[config.mk]
export PLATFORM = sky130hd
export DESIGN_NAME = vna_ram
export DESIGN_NICKNAME = d
export VERILOG_FILES = /design/src/rtl/vna_ram.sv
export SDC_FILE = /design/constraint.sdc
export NUM_CORES = 1
export LEC_CHECK = 0
export BUFFER_PORTS_ARGS = -buffer_cell sky130_fd_sc_hd__buf_4
export CAP_MARGIN = 10
export CELL_PAD_IN_SITES_DETAIL_PLACEMENT = 1
export CELL_PAD_IN_SITES_GLOBAL_PLACEMENT = 1
export CORE_MARGIN = 2
export CORE_UTILIZATION = 42
export CTS_CLUSTER_SIZE = 28
export DETAILED_ROUTE_END_ITERATION = 7
export PLACE_DENSITY_LB_ADDON = 0.1
export SYNTH_ARGS = -nofsm -noshare
export SYNTH_HDL_FRONTEND = slang
export SYNTH_SLANG_ARGS = --single-unit
[constraint.sdc]
create_clock -name clk -period 1.8 [get_ports clk]
set_clock_uncertainty 0.2 [all_clocks]
set_input_delay 0.09 -clock clk [delete_from_list [all_inputs] [get_ports clk]]
set_output_delay 0.09 -clock clk [all_outputs]
set_load 0.02 [all_outputs]
[src/rtl/vna_ram.sv]
// Simple dual-port synchronous RAM, one write and one registered read port.
// Holds vertex positions or normal sums; uses no package items.
`default_nettype none
module vna_ram #(
	parameter int W     = 8,
	parameter int DEPTH = 4,
	parameter int AW    = 2
) (
	input  wire logic          clk,
	input  wire logic          we,
	input  wire logic [AW-1:0] waddr,
	input  wire logic [W-1:0]  wdata,
	input  wire logic          re,
	input  wire logic [AW-1:0] raddr,
	output logic      [W-1:0]  rdata
);

	logic [W-1:0] mem [DEPTH];

	always_ff @(posedge clk) begin
		if (we)
			mem[waddr] <= wdata;
		if (re)
			rdata <= mem[raddr];
	end

endmodule
`default_nettype wire

Word level (Yosys, flattened, before mapping)
Memory sizes are Yosys's and may differ from the RTL's. A register that Yosys moved wholly into a read port is not among the register bits.
Index checks and enable logic that the tools add are counted.
- register bits after elaboration: 0
- memory bits (writable): 32
- input bits: 15
- output and inout bits: 8
- word-level logic and storage cells: 3
- memories kept: 1
- muxes and demuxes: 2
- memories (name ; depth ; bits a word ; rd ports ; clocked after memory_dff ; write ports ; RTL line ; source):
    mem ; 4 ; 8 ; 1 ; 1 ; 1 ; 18 ; logic [W-1:0] mem [DEPTH];
- operator list (cell ; number):
    1-bit 2-to-1 mux ; 2

Logic depth before layout (Yosys ltp)
Gate-level depths: netlist (run 1).
- word-level depth: 2
- depth in mapped cells: 2
- depth with buffers taken out: 1

Worst setup path after synthesis (run 1)
No wires, ideal clock.
- kind: input port to flip-flop
- start point: input port waddr[0]
- end point: memory mem[0][0] (enable)
- setup time: 0.385 ns
- arrival: 0.769 ns
- required time: 1.215 ns
- setup slack: 0.446 ns
- cell stages on the path: 1
- buffers on the path: 0
- path through: nor3b_1
- RTL lines (what ; RTL line ; source):
    start: declaration ; 11 ; input wire logic [AW-1:0] waddr,
    end: declaration ; 18 ;
Straight into the memory's write port.

Worst setup path in the final report (run 1)
- start point: memory mem[3][4]
- end point: register rdata[4] (read register of mem) (data pin)
- RTL lines (what ; RTL line ; source):
    end: declaration ; 15 ; output logic [W-1:0] rdata
No word-level cell between the ends.

==> out/metrics.yaml, run 1 <==
final_layout:
  filler_cell_count: 299
  num_antenna_cells: 0
  post_layout_nonfiller_instances: 137
  final_layout_size_suffix_gt1_share_pct: 39.6
  area_growth_pct: 24.4
  final_core_utilization_pct: 53.7
  final-seq-area_mm2: 0.00120
  area_of_combinational_cells_with_multiple_inputs_um2: 211
  final_net_count: 106
critical_path:
  crit_chain: "mux4_2"
  ff2ff_setup_slack_ns: 0.49
  worstSetupStartpointType: "flip-flop"
  critical_path.endpoint_type: "flip-flop"
  maximum_fanout_encountered_on_the_critical_timing_path: 1
  crit_family: "multiplexers"
  criticalPathCategory: "flip-flop to flip-flop"
  critPathSlowestCell: "mux4_2"
  cp_num_buf_inv: 0
  arrival_ns: 1.18
  slowest_delay_ns: 0.47
  critPathRequiredTime_ns: 1.68
floorplan:
  number_of_rows_in_the_core_area: 21
  die-width_um: 62.3
  floorplan.core_area_mm2: 0.00331
  initial_utilization_pct: 43.2
  area_of_the_die_mm2: 0.00388
  floorplan.die.height_um: 62.3
  top_level_ports: 23
global_route:
  grt_pass1_vias: 766
  grt_use_total_pct: 13.1
  overflow: 0
  pin_count_of_the_biggest_net_entering_global_routing: 12
  grt_antenna_before_repair: 0
  grt_pass1_wl_um: 3670
power_and_ir_drop:
  report.power.total_mw: 1.63
  power.density_mw_per_mm2: 916
  power.leakage_nw: 0.619
  ir_worst_vdd_mv: 0.468
synth:
  postSynthRegisterBits: 40
  netlist.top_cell.by_area: "edfxtp_1"
  post_synth.cell_area_avg_um2: 26.5
  synth_warnings: 0
  synth_area_leaders: "edfxtp_1 84%, mux4_2 13%, and3b_1 1.2%"
  syn-num-nets: 69
  fraction_of_synthesized_cell_area_taken_by_the_top_area_cell_type_pct: 84.1
  synth_cells: 54
  netlist-cell-type-count: 7
  yosysSeqAreaShare_pct: 84.1
  syn-cell-area_mm2: 0.00143
routing:
  route.vias.total: 657
  detailedRoute.firstIterationViolations: 17
  vias_per_cell: 4.80
  drcViolationCount: 0
  ant_nets: 0
  drt-pass1-iter-count: 3
  detail_route.wirelength_um: 2320
  wire_per_inst_um: 16.9
min_path:
  hold_path_class: "input pin to flip-flop"
timing:
  fmaxAchievable_mhz: 764
  layout_worst_path_cycle_share_pct: 72.7
  setup_total_negative_slack_ns: 0
  max-slew-margin-rel_pct: 68.9
  worstMarginPinSlew_ns: 0.467
  timing.final.setup_violations: 0
  finalHoldViolations: 0
  final.setup.worst_slack_ns: 0.491
  rsz0062_at_grt: "no"
  finalWorstPathRequiredPeriod_ns: 1.31
  finalMaxSlewViolations: 0
clock_tree:
  cts.sink_count: 40
  cts_setup_buffers: 0
  cts_inserted_buffers: 5
  cts_hold_buffers: 9
  clk_pin_slew_worst_paths_ns: 0.11
  ctsRootBufferMaster: "clkbuf_4"
  resize_count_post_cts: 0
  cts_tree: "done"
  worst_skew_pair.late_latency_ns: 0.32
  h_tree_depth: 2
  cts-root-to-sink-buffers: 2
placement:
  placement.setup.worst_slack_ns: 0.490
  gp_congestion: 0.627
  port_buffers: 22
  placed_cells_incl_taps: 121
run_status:
  run_status: "finished clean"
flow_run:
  max_cap_viol_count: 0
where the power goes:
part / internal, mW / switching [mW] / total [mW] / leakage, nW
sequential: 1.08 / 0.0116 / 1.09 / 0.372
clock: 0.137 / 0.253 / 0.390 / 0.0261
combinational: 0.0783 / 0.0672 / 0.145 / 0.221
total: 1.30 / 0.332 / 1.63 / 0.619
through the flow:
step / hold WS (ns) / cell area (µm²)
3_5_place_dp: 0.0968 / 1640
2_1_floorplan: -0.0111 / 1430
5_1_grt: 0.00146 / 1780
6_report: 0.00462 / 1780
4_1_cts: 0.00282 / 1780
3_3_place_gp: 0.0912 / 1640
cell usage in the layout, fill, tap and decap left out, drive strengths merged:
cell type,instances
clkbuf,5
nor3b,1
and3,1
and3b,2
buf,23
mux4,8
clkinv,2
edfxtp,40
dlygate4sd3,9
registers in the layout, summed over array words and instances (netlist names):
| register | flops |
|---|---|
| mem | 32 |
| rdata | 8 |
layout make-up:
| type | count | share of cell area [%] |
|---|---|---|
| clock buffers | 5 | 2.11 |
| clock inverters | 2 | 0.422 |
| multi-input cells | 12 | 11.9 |
| flip-flops and latches | 40 | 67.6 |
| well taps | 46 | 3.24 |
| repair buffers | 32 | 14.8 |
final timing paths:
check             cells after the start           startpoint            endpoint
setup reg to reg                      1  mem[3][4]$_DFFE_PP_  rdata[4]$_DFFE_PP_
hold / removal                        2             raddr[1]  rdata[2]$_DFFE_PP_
hold reg to reg                       1  mem[0][1]$_DFFE_PP_  rdata[1]$_DFFE_PP_
setup / recovery                      1  mem[3][4]$_DFFE_PP_  rdata[4]$_DFFE_PP_
routing by layer:
layer | vias to the layer above | global-route usage [%] | part of all wire [%]
met2 | 18 | 24.2 | 59
met4 | 0 | 6.39 | 0.86
met1 | 336 | 13.4 | 37
li1 | 301 | - | -
met3 | 2 | 3.99 | 3.1
met5 | - | 0 | 0
cells by family after synthesis:
group                  synth area share, %
buffers and inverters                 1.14
DFF                                   84.1
muxes                                 12.6
and+or+nand+nor                       2.19
cells in the mapped netlist:
master	number
edfxtp_1	40
mux4_2	8
and3b_1	2
and3_1	1
buf_6	1
clkbuf_2	1
nor3b_1	1
No activity file was read; power rests on OpenSTA's default activity.
==> run 2, diff against run 1 <==
==> constraint.sdc (replaced) <==
create_clock -name clk -period 1.2 [get_ports clk]
set_clock_uncertainty 0.2 [all_clocks]
set_input_delay 0.06 -clock clk [delete_from_list [all_inputs] [get_ports clk]]
set_output_delay 0.06 -clock clk [all_outputs]
set_load 0.02 [all_outputs]
==> run 2 against run 1 <==
The run now ends with negative hold slack, negative setup slack left. Maximum frequency is 1.6% lower. Non-clock buffer count is 4 higher. First-iteration DRC count is 82% higher. Die area stayed put. Critical endpoint is now rdata[5]$_DFFE_PP_. Highest routed layer unchanged.
==> out/metrics.yaml, run 2 (same netlist as run 1, synthesis figures left out) <==
run_status:
  run_status: "finished with violations"
  failed_checks: "negative hold slack, negative setup slack"
timing:
  finalMaxSlewViolations: 0  # unchanged
  timing.final.setup_violations: 8  # +8
  layout_worst_path_cycle_share_pct: 111  # +38 points
  fmaxAchievable_mhz: 752  # -1.6%
  worst_hold_slack_ns: -0.00941  # -0.0140 ns
  setup_total_negative_slack_ns: -0.764  # -0.764 ns
  final.setup.worst_slack_ns: -0.130  # -0.622 ns
  max-slew-margin-rel_pct: 88.5  # +20 points
  worstMarginPinSlew_ns: 0.172  # -0.295 ns
  finalWorstPathRequiredPeriod_ns: 1.33  # +0.0215 ns
  finalHoldViolations: 6  # +6
  rsz0062_at_grt: "yes"
clock_tree:
  clk_pin_slew_worst_paths_ns: 0.12  # about the same
  cts_inserted_buffers: 5  # unchanged
  h_tree_depth: 2  # unchanged
  cts-root-to-sink-buffers: 2  # unchanged
  ctsRootBufferMaster: "clkbuf_4"
  cts_hold_buffers: 10  # +1
  worst_skew_pair.late_latency_ns: 0.34  # +0.02 ns
  cts.sink_count: 40  # unchanged
  cts_tree: "done"
routing:
  detailedRoute.firstIterationViolations: 31  # +14
  wire_per_inst_um: 17.5  # +3.3%
  ant_nets: 0  # unchanged
  detail_route.wirelength_um: 2480  # +7.0%
  route.vias.total: 677  # +3.0%
  drcViolationCount: 0  # unchanged
  vias_per_cell: 4.77  # -0.58%
  drt-pass1-iter-count: 4  # +1
critical_path:
  maximum_fanout_encountered_on_the_critical_timing_path: 1  # unchanged
  criticalPathCategory: "flip-flop to flip-flop"
  crit_chain: "mux4_2"
  slowest_delay_ns: 0.48  # about the same
  critPathRequiredTime_ns: 1.10  # -0.58 ns
  critical_path.endpoint_type: "flip-flop"
  cp_num_buf_inv: 0  # unchanged
  arrival_ns: 1.23  # +0.05 ns
  worstSetupStartpointType: "flip-flop"
  crit_family: "multiplexers"
  critPathSlowestCell: "mux4_2"
placement:
  gp_congestion: 0.633  # +0.91%
  port_buffers: 22  # unchanged
  detailed_place_hpwl_um: 1510
  detailed_place.area_mm2: 0.00171  # +4.0%
  placed_cells_incl_taps: 124  # +2.5%
  placement.setup.worst_slack_ns: -0.100  # -0.590 ns
final_layout:
  most-common-layout-cells: "40 x edfxtp_1, 19 x buf_4, 10 x dlygate4sd3_1"
  registers.top_by_ff_count: "mem"
  post-route-cell-area_mm2: 0.00190  # +6.8%
  area_growth_pct: 32.9
  final_layout_size_suffix_gt1_share_pct: 43.8  # +4.2 points
  filler_cell_count: 308  # +3.0%
  num_antenna_cells: 0  # unchanged
  post_layout_nonfiller_instances: 142  # +3.6%
  layout.cells.most_common: "edfxtp_1"
  max_ffs_per_register: 32  # unchanged
  final_net_count: 110  # +3.8%
  reg_top3: "mem (32), rdata (8)"
power_and_ir_drop:
  power.leakage_nw: 0.671  # +8.5%
  power.density_mw_per_mm2: 1450  # +58%
  ir_worst_vdd_mv: 0.750  # +60%
floorplan:
  floorplan.die.height_um: 62.3  # unchanged
  floorplan.core_area_mm2: 0.00331  # unchanged
  number_of_rows_in_the_core_area: 21  # unchanged
  area_of_the_die_mm2: 0.00388  # unchanged
  initial_utilization_pct: 43.2  # unchanged
  die-width_um: 62.3  # unchanged
  top_level_ports: 23  # unchanged
global_route:
  grt_antenna_before_repair: 0  # unchanged
  grt_pass1_wl_um: 4110  # +12%
  overflow: 0  # unchanged
  grt_use_total_pct: 15.2  # +2.1 points
  grt_pass1_vias: 777  # +1.4%
  pin_count_of_the_biggest_net_entering_global_routing: 13  # +1
flow_run:
  max_cap_viol_count: 0  # unchanged
min_path:
  hold_path_class: "input pin to flip-flop"
==> run 2: metal layers <==
metal  GRT usage (%)  vias to the layer above  part of all wire (%)
li1                -                      314                     -
met5               0                        -                     0
met4            5.83                        0                   1.5
met2            26.0                       21                    55
met1            17.2                      338                    38
met3            5.98                        4                   5.2
==> run 2: cell type report <==
class | count | area, µm² | share of cell area (%)
clock buffer | 6 | 41.3 | 2.17
clock inverter | 2 | 35.0 | 1.84
tap | 46 | 57.6 | 3.03
timing repair buffer | 36 | 348 | 18.3
sequential | 40 | 1200 | 63.2
multi-input combinational | 12 | 216 | 11.4
==> run 2: path summary, 6_finish.rpt <==
path / from / end / slack, ns / cells past startpoint
min: waddr[0] / mem[0][2]$_DFFE_PP_ / -0.009 / 3
max: mem[3][5]$_DFFE_PP_ / rdata[5]$_DFFE_PP_ / -0.13 / 1
max reg2reg: mem[3][5]$_DFFE_PP_ / rdata[5]$_DFFE_PP_ / -0.13 / 1
min reg2reg: mem[0][0]$_DFFE_PP_ / rdata[0]$_DFFE_PP_ / 0.44 / 1
==> run 2: through the flow <==
| stage | util (%) | power, mW |
|---|---|---|
| after floorplan | - | 1.77 |
| after global placement | 51.6 | 1.88 |
| after detailed placement | 51.6 | 1.89 |
| after CTS | 57.0 | 2.78 |
| after global routing | 57.4 | 2.86 |
| final | 57.4 | 2.75 |
==> run 2: power breakdown <==
group	switching [mW]	internal [mW]	leakage, nW
clock	0.425	0.437	0.0422
sequential	0.0205	1.62	0.372
combinational	0.105	0.141	0.257
==> run 2: repair_timing <==
action	in CTS	in global routing
buffers inserted	0	0
endpoints found under the setup margin	9	12
endpoints found under the hold margin	56	8
resized for setup	1	3
pin swaps	0	0
