`src/rtl/vna_pkg.sv`:
```
// Shared types, widths and helpers for the vertex normal accumulator.
// Used by vna_norm, vertex_normal_accumulator and tb_top; depends on nothing.
`default_nettype none
package vna_pkg;

	localparam int NUM_VERTICES_DEF = 65536;
	localparam int IDX_W   = 16;
	localparam int POS_W   = 24;
	localparam int DIFF_W  = 25;
	localparam int PROD_W  = 50;
	localparam int CROSS_W = 51;
	localparam int SUM_W   = 56;
	localparam int NRM_W   = 16;
	localparam int SCL_W   = 30;
	localparam int SQ_W    = 62;
	localparam int ROOT_W  = 64;
	localparam int REM_W   = 47;
	localparam int Q_W     = 16;

	localparam logic [Q_W-1:0] NRM_ONE = 16'd16384;

	typedef enum logic [1:0] {
		FN_LOAD  = 2'd0,
		FN_TRI   = 2'd1,
		FN_READ  = 2'd2,
		FN_CLEAR = 2'd3
	} func_t;

	typedef enum logic [3:0] {
		ST_CLEAR,
		ST_IDLE,
		ST_PRD_A,
		ST_PRD_B,
		ST_PRD_C,
		ST_PWAIT,
		ST_DIFF,
		ST_MUL,
		ST_SUB,
		ST_RMW_RD,
		ST_RMW_WR,
		ST_RD_SUM,
		ST_RD_WAIT,
		ST_NORM,
		ST_OUT
	} state_t;

	typedef enum logic [2:0] {
		N_IDLE,
		N_SCALE,
		N_SQ,
		N_SQRT,
		N_DINIT,
		N_DIV,
		N_DSTORE,
		N_DONE
	} norm_state_t;

	typedef struct packed {
		logic signed [SUM_W-1:0] x;
		logic signed [SUM_W-1:0] y;
		logic signed [SUM_W-1:0] z;
	} sum_vec_t;

	typedef struct packed {
		logic signed [NRM_W-1:0] x;
		logic signed [NRM_W-1:0] y;
		logic signed [NRM_W-1:0] z;
	} nrm_vec_t;

	// Saturating add of a cross component into a normal sum.
	function automatic logic signed [SUM_W-1:0] sat_add(
		input logic signed [SUM_W-1:0]   s,
		input logic signed [CROSS_W-1:0] d
	);
		logic signed [SUM_W:0] t;
		t = (SUM_W+1)'(s) + (SUM_W+1)'(d);
		if (t[SUM_W] != t[SUM_W-1])
			return t[SUM_W] ? {1'b1, {(SUM_W-1){1'b0}}} : {1'b0, {(SUM_W-1){1'b1}}};
		return t[SUM_W-1:0];
	endfunction

endpackage
`default_nettype wire

```
`src/rtl/vna_norm.sv`:
```
// Iterative normalizer: scales a 56-bit sum vector, takes an integer square
// root and divides bit by bit to give Q1.14 components. Depends on vna_pkg.
`default_nettype none
module vna_norm import vna_pkg::*; (
	input  wire logic     clk,
	input  wire logic     arst_n,
	input  wire logic     start,
	input  wire sum_vec_t vec,
	output logic          done,
	output nrm_vec_t      nrm
);

	norm_state_t st_q, st_d;

	logic [SUM_W-1:0]  mag_q [3];
	logic [2:0]        neg_q;
	logic [SUM_W-1:0]  or_w;
	logic [1:0]        k_q;
	logic [SCL_W-1:0]  sel_w;
	logic [2*SCL_W-1:0] prod_q;
	logic [SQ_W-1:0]   acc_q;
	logic [ROOT_W-1:0] n_q, res_q, bit_q, try_w;
	logic [REM_W-1:0]  rem_q, dv_q;
	logic [Q_W-1:0]    q_q, cap_w;
	logic [3:0]        j_q;
	nrm_vec_t          nrm_q;

	assign or_w  = mag_q[0] | mag_q[1] | mag_q[2];
	assign try_w = res_q + bit_q;
	assign cap_w = (q_q > NRM_ONE) ? NRM_ONE : q_q;
	assign done  = (st_q == N_DONE);
	assign nrm   = nrm_q;

	always_comb begin
		case (k_q)
			2'd0:    sel_w = mag_q[0][SCL_W-1:0];
			2'd1:    sel_w = mag_q[1][SCL_W-1:0];
			default: sel_w = mag_q[2][SCL_W-1:0];
		endcase
	end

	always_ff @(posedge clk or negedge arst_n) begin
		if (!arst_n)
			st_q <= N_IDLE;
		else
			st_q <= st_d;
	end

	always_comb begin
		st_d = st_q;
		unique case (st_q)
			N_IDLE:   if (start) st_d = N_SCALE;
			N_SCALE: begin
				if (or_w == '0)
					st_d = N_DONE;
				else if (or_w[SUM_W-1:SCL_W] == '0 && or_w[SCL_W-1])
					st_d = N_SQ;
			end
			N_SQ:     if (k_q == 2'd3) st_d = N_SQRT;
			N_SQRT:   if (bit_q[0]) st_d = N_DINIT;
			N_DINIT:  st_d = N_DIV;
			N_DIV:    if (j_q == '0) st_d = N_DSTORE;
			N_DSTORE: st_d = (k_q == 2'd2) ? N_DONE : N_DINIT;
			N_DONE:   st_d = N_IDLE;
			default:  st_d = N_IDLE;
		endcase
	end

	always_ff @(posedge clk) begin
		case (st_q)
			N_IDLE: begin
				if (start) begin
					mag_q[0] <= vec.x[SUM_W-1] ? SUM_W'(-vec.x) : SUM_W'(vec.x);
					mag_q[1] <= vec.y[SUM_W-1] ? SUM_W'(-vec.y) : SUM_W'(vec.y);
					mag_q[2] <= vec.z[SUM_W-1] ? SUM_W'(-vec.z) : SUM_W'(vec.z);
					neg_q    <= {vec.z[SUM_W-1], vec.y[SUM_W-1], vec.x[SUM_W-1]};
				end
			end
			N_SCALE: begin
				// One bit of shift a cycle until the largest magnitude sits at bit 29.
				if (or_w == '0) begin
					nrm_q <= '0;
				end else if (or_w[SUM_W-1:SCL_W] != '0) begin
					for (int i = 0; i < 3; i++)
						mag_q[i] <= mag_q[i] >> 1;
				end else if (!or_w[SCL_W-1]) begin
					for (int i = 0; i < 3; i++)
						mag_q[i] <= mag_q[i] << 1;
				end
				k_q    <= '0;
				prod_q <= '0;
				acc_q  <= '0;
			end
			N_SQ: begin
				prod_q <= sel_w * sel_w;
				acc_q  <= acc_q + SQ_W'(prod_q);
				k_q    <= k_q + 2'd1;
				if (k_q == 2'd3) begin
					n_q   <= ROOT_W'(acc_q + SQ_W'(prod_q));
					res_q <= '0;
					bit_q <= ROOT_W'(1) << 62;
				end
			end
			N_SQRT: begin
				if (n_q >= try_w) begin
					n_q   <= n_q - try_w;
					res_q <= (res_q >> 1) + bit_q;
				end else begin
					res_q <= res_q >> 1;
				end
				bit_q <= bit_q >> 2;
				k_q   <= '0;
			end
			N_DINIT: begin
				rem_q <= REM_W'({sel_w, 15'b0}) + REM_W'(res_q[30:0]);
				dv_q  <= {res_q[30:0], 16'b0};
				q_q   <= '0;
				j_q   <= 4'd15;
			end
			N_DIV: begin
				if (rem_q >= dv_q) begin
					rem_q <= rem_q - dv_q;
					q_q   <= {q_q[Q_W-2:0], 1'b1};
				end else begin
					q_q   <= {q_q[Q_W-2:0], 1'b0};
				end
				dv_q <= dv_q >> 1;
				j_q  <= j_q - 4'd1;
			end
			N_DSTORE: begin
				case (k_q)
					2'd0:    nrm_q.x <= neg_q[0] ? NRM_W'(-cap_w) : NRM_W'(cap_w);
					2'd1:    nrm_q.y <= neg_q[1] ? NRM_W'(-cap_w) : NRM_W'(cap_w);
					default: nrm_q.z <= neg_q[2] ? NRM_W'(-cap_w) : NRM_W'(cap_w);
				endcase
				k_q <= k_q + 2'd1;
			end
			default: ;
		endcase
	end

	a_start_idle: assert property (@(posedge clk) disable iff (!arst_n)
		start |-> st_q == N_IDLE)
		else $error("normalizer started while busy");
	a_sq_from_scale: assert property (@(posedge clk) disable iff (!arst_n)
		(st_q == N_SQ && $past(st_q) != N_SQ) |-> $past(st_q) == N_SCALE)
		else $error("squaring entered without scaling");
	// The step counter wraps to 15 after the last of the sixteen steps.
	a_div_len: assert property (@(posedge clk) disable iff (!arst_n)
		(st_q == N_DSTORE) |-> $past(st_q) == N_DIV && j_q == 4'd15)
		else $error("divider stored before sixteen steps");

endmodule
`default_nettype wire

```
`config.mk`:
```
export PLATFORM = sky130hd
export DESIGN_NAME = vna_norm
export DESIGN_NICKNAME = d
export VERILOG_FILES = /design/src/rtl/vna_pkg.sv /design/src/rtl/vna_norm.sv
export SDC_FILE = /design/constraint.sdc
export NUM_CORES = 2
export LEC_CHECK = 0
export BUFFER_PORTS_ARGS = -buffer_cell sky130_fd_sc_hd__buf_2
export CORE_MARGIN = 1
export CORE_UTILIZATION = 39
export DETAILED_ROUTE_END_ITERATION = 8
export PLACE_DENSITY = 0.53
export SKIP_CTS_REPAIR_TIMING = 1
export SYNTH_ARGS = -nofsm -noshare
export SYNTH_HDL_FRONTEND = slang
export SYNTH_SLANG_ARGS = --single-unit
```
`constraint.sdc`:
```
create_clock -name clk -period 25.9 [get_ports clk]
set_input_delay 5.18 -clock clk [delete_from_list [all_inputs] [get_ports clk]]
set_output_delay 5.18 -clock clk [all_outputs]
set_load 0.01 [all_outputs]
```
After elaboration in Yosys (flattened, before gate mapping)
Memories as Yosys holds them, arrays and structs flattened.
Index checks and enable logic that the tools add are counted.
- word-level logic and storage cells: 141
- register bits after elaboration: 484
- memories kept: 1
- bits of input ports: 171
- RAM bits: 168
- memory list (name ; words ; width ; read ports ; clocked after memory_dff ; wr ports ; line ; source):
    mag_q ; 3 ; 56 ; 3 ; 0 ; 3 ; vna_norm.sv:15 ; logic [SUM_W-1:0] mag_q [3];
- $lt $le $gt $ge: 3
- reduce and logical (&&, ||, !) cells: 23
- muxes and demuxes: 56
- $add $sub $neg: 13
- equal/unequal tests: 21
- multiply operators: 1
- bitwise operators: 8
- operators by type and width (operator ; number):
    56-bit 2-to-1 mux ; 9
    64-bit case mux with 2 select lines ; 3
    64-bit 2-to-1 mux ; 5
    47-bit case mux with 2 select lines ; 2
    56-bit negation ; 3
    62-bit case mux with 2 select lines ; 1
    60-bit case mux with 2 select lines ; 1
    16-bit 2-to-1 mux ; 7
    56-bit OR ; 2
    48-bit case mux with 2 select lines ; 1
    63-bit by 64-bit adder with 64-bit output ; 1
    64-bit adder ; 1
    64-bit greater-or-equal comparator ; 1
    64-bit subtractor ; 1
    62-bit by 60-bit adder with 63-bit output ; 1
    62-bit by 60-bit adder with 62-bit output ; 1
    30-bit by 30-bit multiplier with 60-bit output ; 1
    30-bit case mux with 2 select lines ; 1
    56-bit zero test ; 1
    48-bit 2-to-1 mux ; 1
    47-bit greater-or-equal comparator ; 1
    47-bit 2-to-1 mux ; 1
    47-bit subtractor ; 1
    45-bit by 31-bit adder with 46-bit output ; 1
    31 further kinds ; 77

Depth between registers and ports, before layout
- depth after elaboration: 9
- mapped depth: 38

Least setup slack after synthesis
Ideal clock, no wire load.
- kind: input-to-reg
- start: input port start
- end: memory mag_q[0][0] (enable)
- setup slack: 16.139 ns
- arrival: 9.224 ns
- data required time: 25.363 ns
- stages on the path: 3
- path buffers: 0
- path through: nand2_1 nor3_1 or3_1
- RTL lines (element ; line ; source):
    start, declared ; vna_norm.sv:7 ; input wire logic start,
    end, declared ; vna_norm.sv:15 ;

Worst setup path in the final report
- start: register k_q[1]
- end: register prod_q[53], data pin
- longest elaborated chain between the ends: 4
- RTL lines (element ; line ; source):
    start, declared ; vna_norm.sv:18 ; logic [1:0] k_q;
    start signal, assigned ; vna_norm.sv:97 ; k_q <= k_q + 2'd1;
    start signal, assigned ; vna_norm.sv:136 ; k_q <= k_q + 2'd1;
    2-bit by 1-bit equality test with 1-bit output or 2-bit zero test (tied branches) ; vna_norm.sv:35 ; case (k_q)
    30-bit case mux with 2 select lines (*) ; vna_norm.sv:35 ;
    30-bit by 30-bit multiplier with 60-bit output (*) ; vna_norm.sv:95 ; prod_q <= sel_w * sel_w;
    60-bit case mux with 2 select lines (*) ; vna_norm.sv:70 ; case (st_q)
    end signal, assigned ; vna_norm.sv:95 ;
    end, declared ; vna_norm.sv:20 ; logic [2*SCL_W-1:0] prod_q;
Every way passes the cells marked *; elsewhere a longest branch is shown, timed or not.
A chain may end at the register's enable or synchronous reset.

==> key figures <==
Place
  – Final HPWL DP: 175000 microns
  – RePlAce Congestion: 0.958
  – DP Worst Slack: 14.87 ns
  – Number of port buffers: 219

Floorplan
  – Die Span X: 429 microns
  – Core area: 0.181 sq mm
  – Top Ports: 220
  – Die Y: 429 microns
  – Full die area: 0.184 sq mm
  – Initial Utilization: 39.3%
  – Num rows: 156

Yosys
  – Synth area leaders: edfxtp_1, fa_1, ha_1, inv_1, nor2_1
  – Syn nets: 9361
  – Post-synth EDFFs: 616
  – Gate Count Post-Synth: 7968
  – Cell area after synthesis: 0.0711 sq mm
  – Synth warn: 0
  – Avg Inst Size Synth: 8.93 sq um
  – Top cell type's share of synthesized area: 26.0%
  – Ys async rst share: 0.485%
  – Most frequent cell after synthesis: inv_1
  – Flops & latches, synth: 619
  – Sequential fraction of the synthesis area: 26.1%
  – Main synth FF type: edfxtp_1
  – Post-synth top cells: inv_1, nor2_1, nand2_1
  – Post-synth cell types: 89
  – Leading area contributor after synthesis: edfxtp_1

Clocking
  – Clock root cell: clkbuf_16
  – CTS tree: built
  – H-tree levels: 3
  – # clock sinks: 619
  – CTS Buffer Depth: 3
  – Worst-skew pair later-pin latency: 0.71 ns
  – Number of CTS-inserted buffers: 79
  – CTS clk-pin slew, worst paths: 0.06 ns

Detailed routing
  – Final ANT Viol Nets: 0
  – DR WL/cell: 21.5 microns
  – Vias: 57600
  – Total Wirelength: 224000 microns
  – Vias per std cell: 5.52
  – Initial DRC Count: 4848
  – DRC violation count after routing: 0
  – DRT Pass-1 Iters: 6

STA
  – TNS Setup: 0 ns
  – PnR worst setup slack: 14.71 ns
  – Minimum clock period: 11.19 ns
  – Final Cycle Share: 43.2%
  – RSZ-0062 raised after global routing: false
  – Max frequency: 0.0894 GHz
  – Final setup viols: 0
  – Max_slew headroom: 20.0%
  – Final count of hold timing violations: 0
  – Worst Skew: 0.0518 ns
  – Max Slew Vio Count: 0
  – Slew @ Worst Pin: 1.20 ns

Global route
  – First-pass GRT wire length: 344000 microns
  – Total gr overflow: 0
  – Vias in the first global route: 58000
  – Initial antenna violation count: 18
  – GRT Total Usage: 24.1%
  – Largest net degree at the start of global routing: 252

Worst hold path
  – Min-Delay Endpoint: dv_q[10]
  – Hold Crit Depth: 2
  – HP Start: dv_q[11]
  – Hold WC Path Type: flip-flop to flip-flop

Setup path
  – CP bufs+invs: 7
  – CP peak stage delay: 1.15 ns
  – Instance count on the critical path: 30
  – Reg-to-reg startpoint: k_q[1]
  – R2R depth: 30
  – Critical path's slowest cell: clkinv_1
  – Worst r2r dst: prod_q[53]
  – Setup CP Type: flip-flop to flip-flop
  – CP most frequent cell: fa_1
  – WP data required: 26.42 ns
  – Worst Path Max Fanout: 32
  – Reg2Reg Setup Slack: 14.71 ns
  – Setup crit end kind: flip-flop
  – Startpoint Class: flip-flop
  – Kind of cell adding the most delay to the critical path: adder cells
  – Data arrival, critical path: 11.71 ns

Layout
  – Share of cells above drive strength 1: 6.45%
  – Nets: 9395
  – Area delta synth->final: 8.60%

Pwr
  – Pleak: 33.4 nW
  – Max VDD drop: 0.0427 mV
  – Cell Pwr Density: 30.0 mW/mm^2

Outcome
  – Outcome: finished, final reports clean

Flow run
  – Max Cap Viol: 0
==> metrics by stage <==
stage          hold WS (ns)  instance area [sq um]  utilization, %  instances  total power, mW
5_1_grt               0.588                  77200            42.7      10400             2.39
3_5_place_dp          0.551                  74700            41.3      10300             1.22
6_report              0.558                  77200            42.7      10400             2.31
2_1_floorplan         0.534                  71100               -       7968             1.18
3_3_place_gp          0.547                  74700            41.3      10300             1.22
4_1_cts               0.565                  77200            42.7      10400             2.34
==> power by group <==
| group | switching, mW | total [mW] | internal (mW) |
|---|---|---|---|
| Combinational | 0.0628 | 0.105 | 0.0425 |
| Sequential | 0 | 1.09 | 1.09 |
| Clock | 0.475 | 1.11 | 0.639 |
==> cells in the final DEF (no fill, tap or decap), types with 56 or more instances in the layout <==
master     Yosys  final
nand4_1       91     91
a21oi_1      560    547
nand3_1       95     95
nand2_1      765    760
and2_1        86     87
edfxtp_1     616    616
o21bai_1      68     68
xor2_1       278    278
a21o_1       169    169
inv_1       1068   1068
xnor2_1      250    250
o31ai_1       79     79
fa_1         707    707
buf_2         18    219
a31oi_1      106    105
nor4_1        71     70
and3_1        56     56
or3_1         67     66
clkbuf_16      0     80
buf_4          0     86
o21ai_0      425    425
nor2_1       878    876
ha_1         515    515
nor3_1        80     79
==> worst reg2reg max path: cells and delay by family (launching register included) <==
family | cells | cell delay (ns)
fa+ha+maj | 10 | 4.56
compound gates | 8 | 2.62
buf+inv | 7 | 1.82
simple gates | 5 | 1.53
flops | 1 | 0.44
==> kinds of logic (layout without fill, tap and decap cells) <==
logic type / after synthesis / in the layout / share of synthesized area [%]
xor gates and xnor gates: 528 / 528 / 6.50
adders and majority gates: 1222 / 1222 / 29.0
DFF: 619 / 619 / 26.1
muxes: 31 / 31 / 0.445
AOI/OAI and AO/OA: 1754 / 1754 / 15.2
and+or+nand+nor: 2382 / 2382 / 15.2
other: 0 / 12 / 0
buffers and inverters: 1432 / 1524 / 7.59
==> state kept, by name, summed over array words and instances (netlist names) <==
name,flops
acc_q,62
bit_q,32
dv_q,47
j_q,4
k_q,2
mag_q,168
n_q,64
neg_q,3
nrm,48
prod_q,59
q_q,16
rem_q,47
res_q,64
st_q,3
==> routing by layer <==
layer	share of wire, %	vias up	track usage, %
met4	2.6	10	6.86
met1	45	28500	33.4
met2	46	1684	39.1
li1	-	27100	-
met3	6.1	302	3.36
met5	0.032	-	0
==> how the worst max path moves through the flow <==
stage               slack, ns    from          end
CTS                     14.84  k_q[1]   prod_q[53]
finish                  14.71  k_q[1]   prod_q[53]
global route            14.32  k_q[0]   prod_q[53]
detailed placement      14.87  k_q[0]   prod_q[53]
global placement        15.15  k_q[0]   prod_q[53]
floorplan               16.14   start  mag_q[0][0]
==> cell type report <==
cell class / instances / area (sq um)
Clock buffer: 92 / 2050
Antenna cell: 12 / 30.0
Inverter: 1078 / 4050
Multi-Input combinational cell: 5917 / 47300
Tap cell: 2370 / 2970
Timing Repair Buffer: 307 / 1780
Sequential cell: 619 / 18600
Fill cell: 17900 / 104000
Clock inverter: 47 / 497
(Power assumes the default switching activity.)
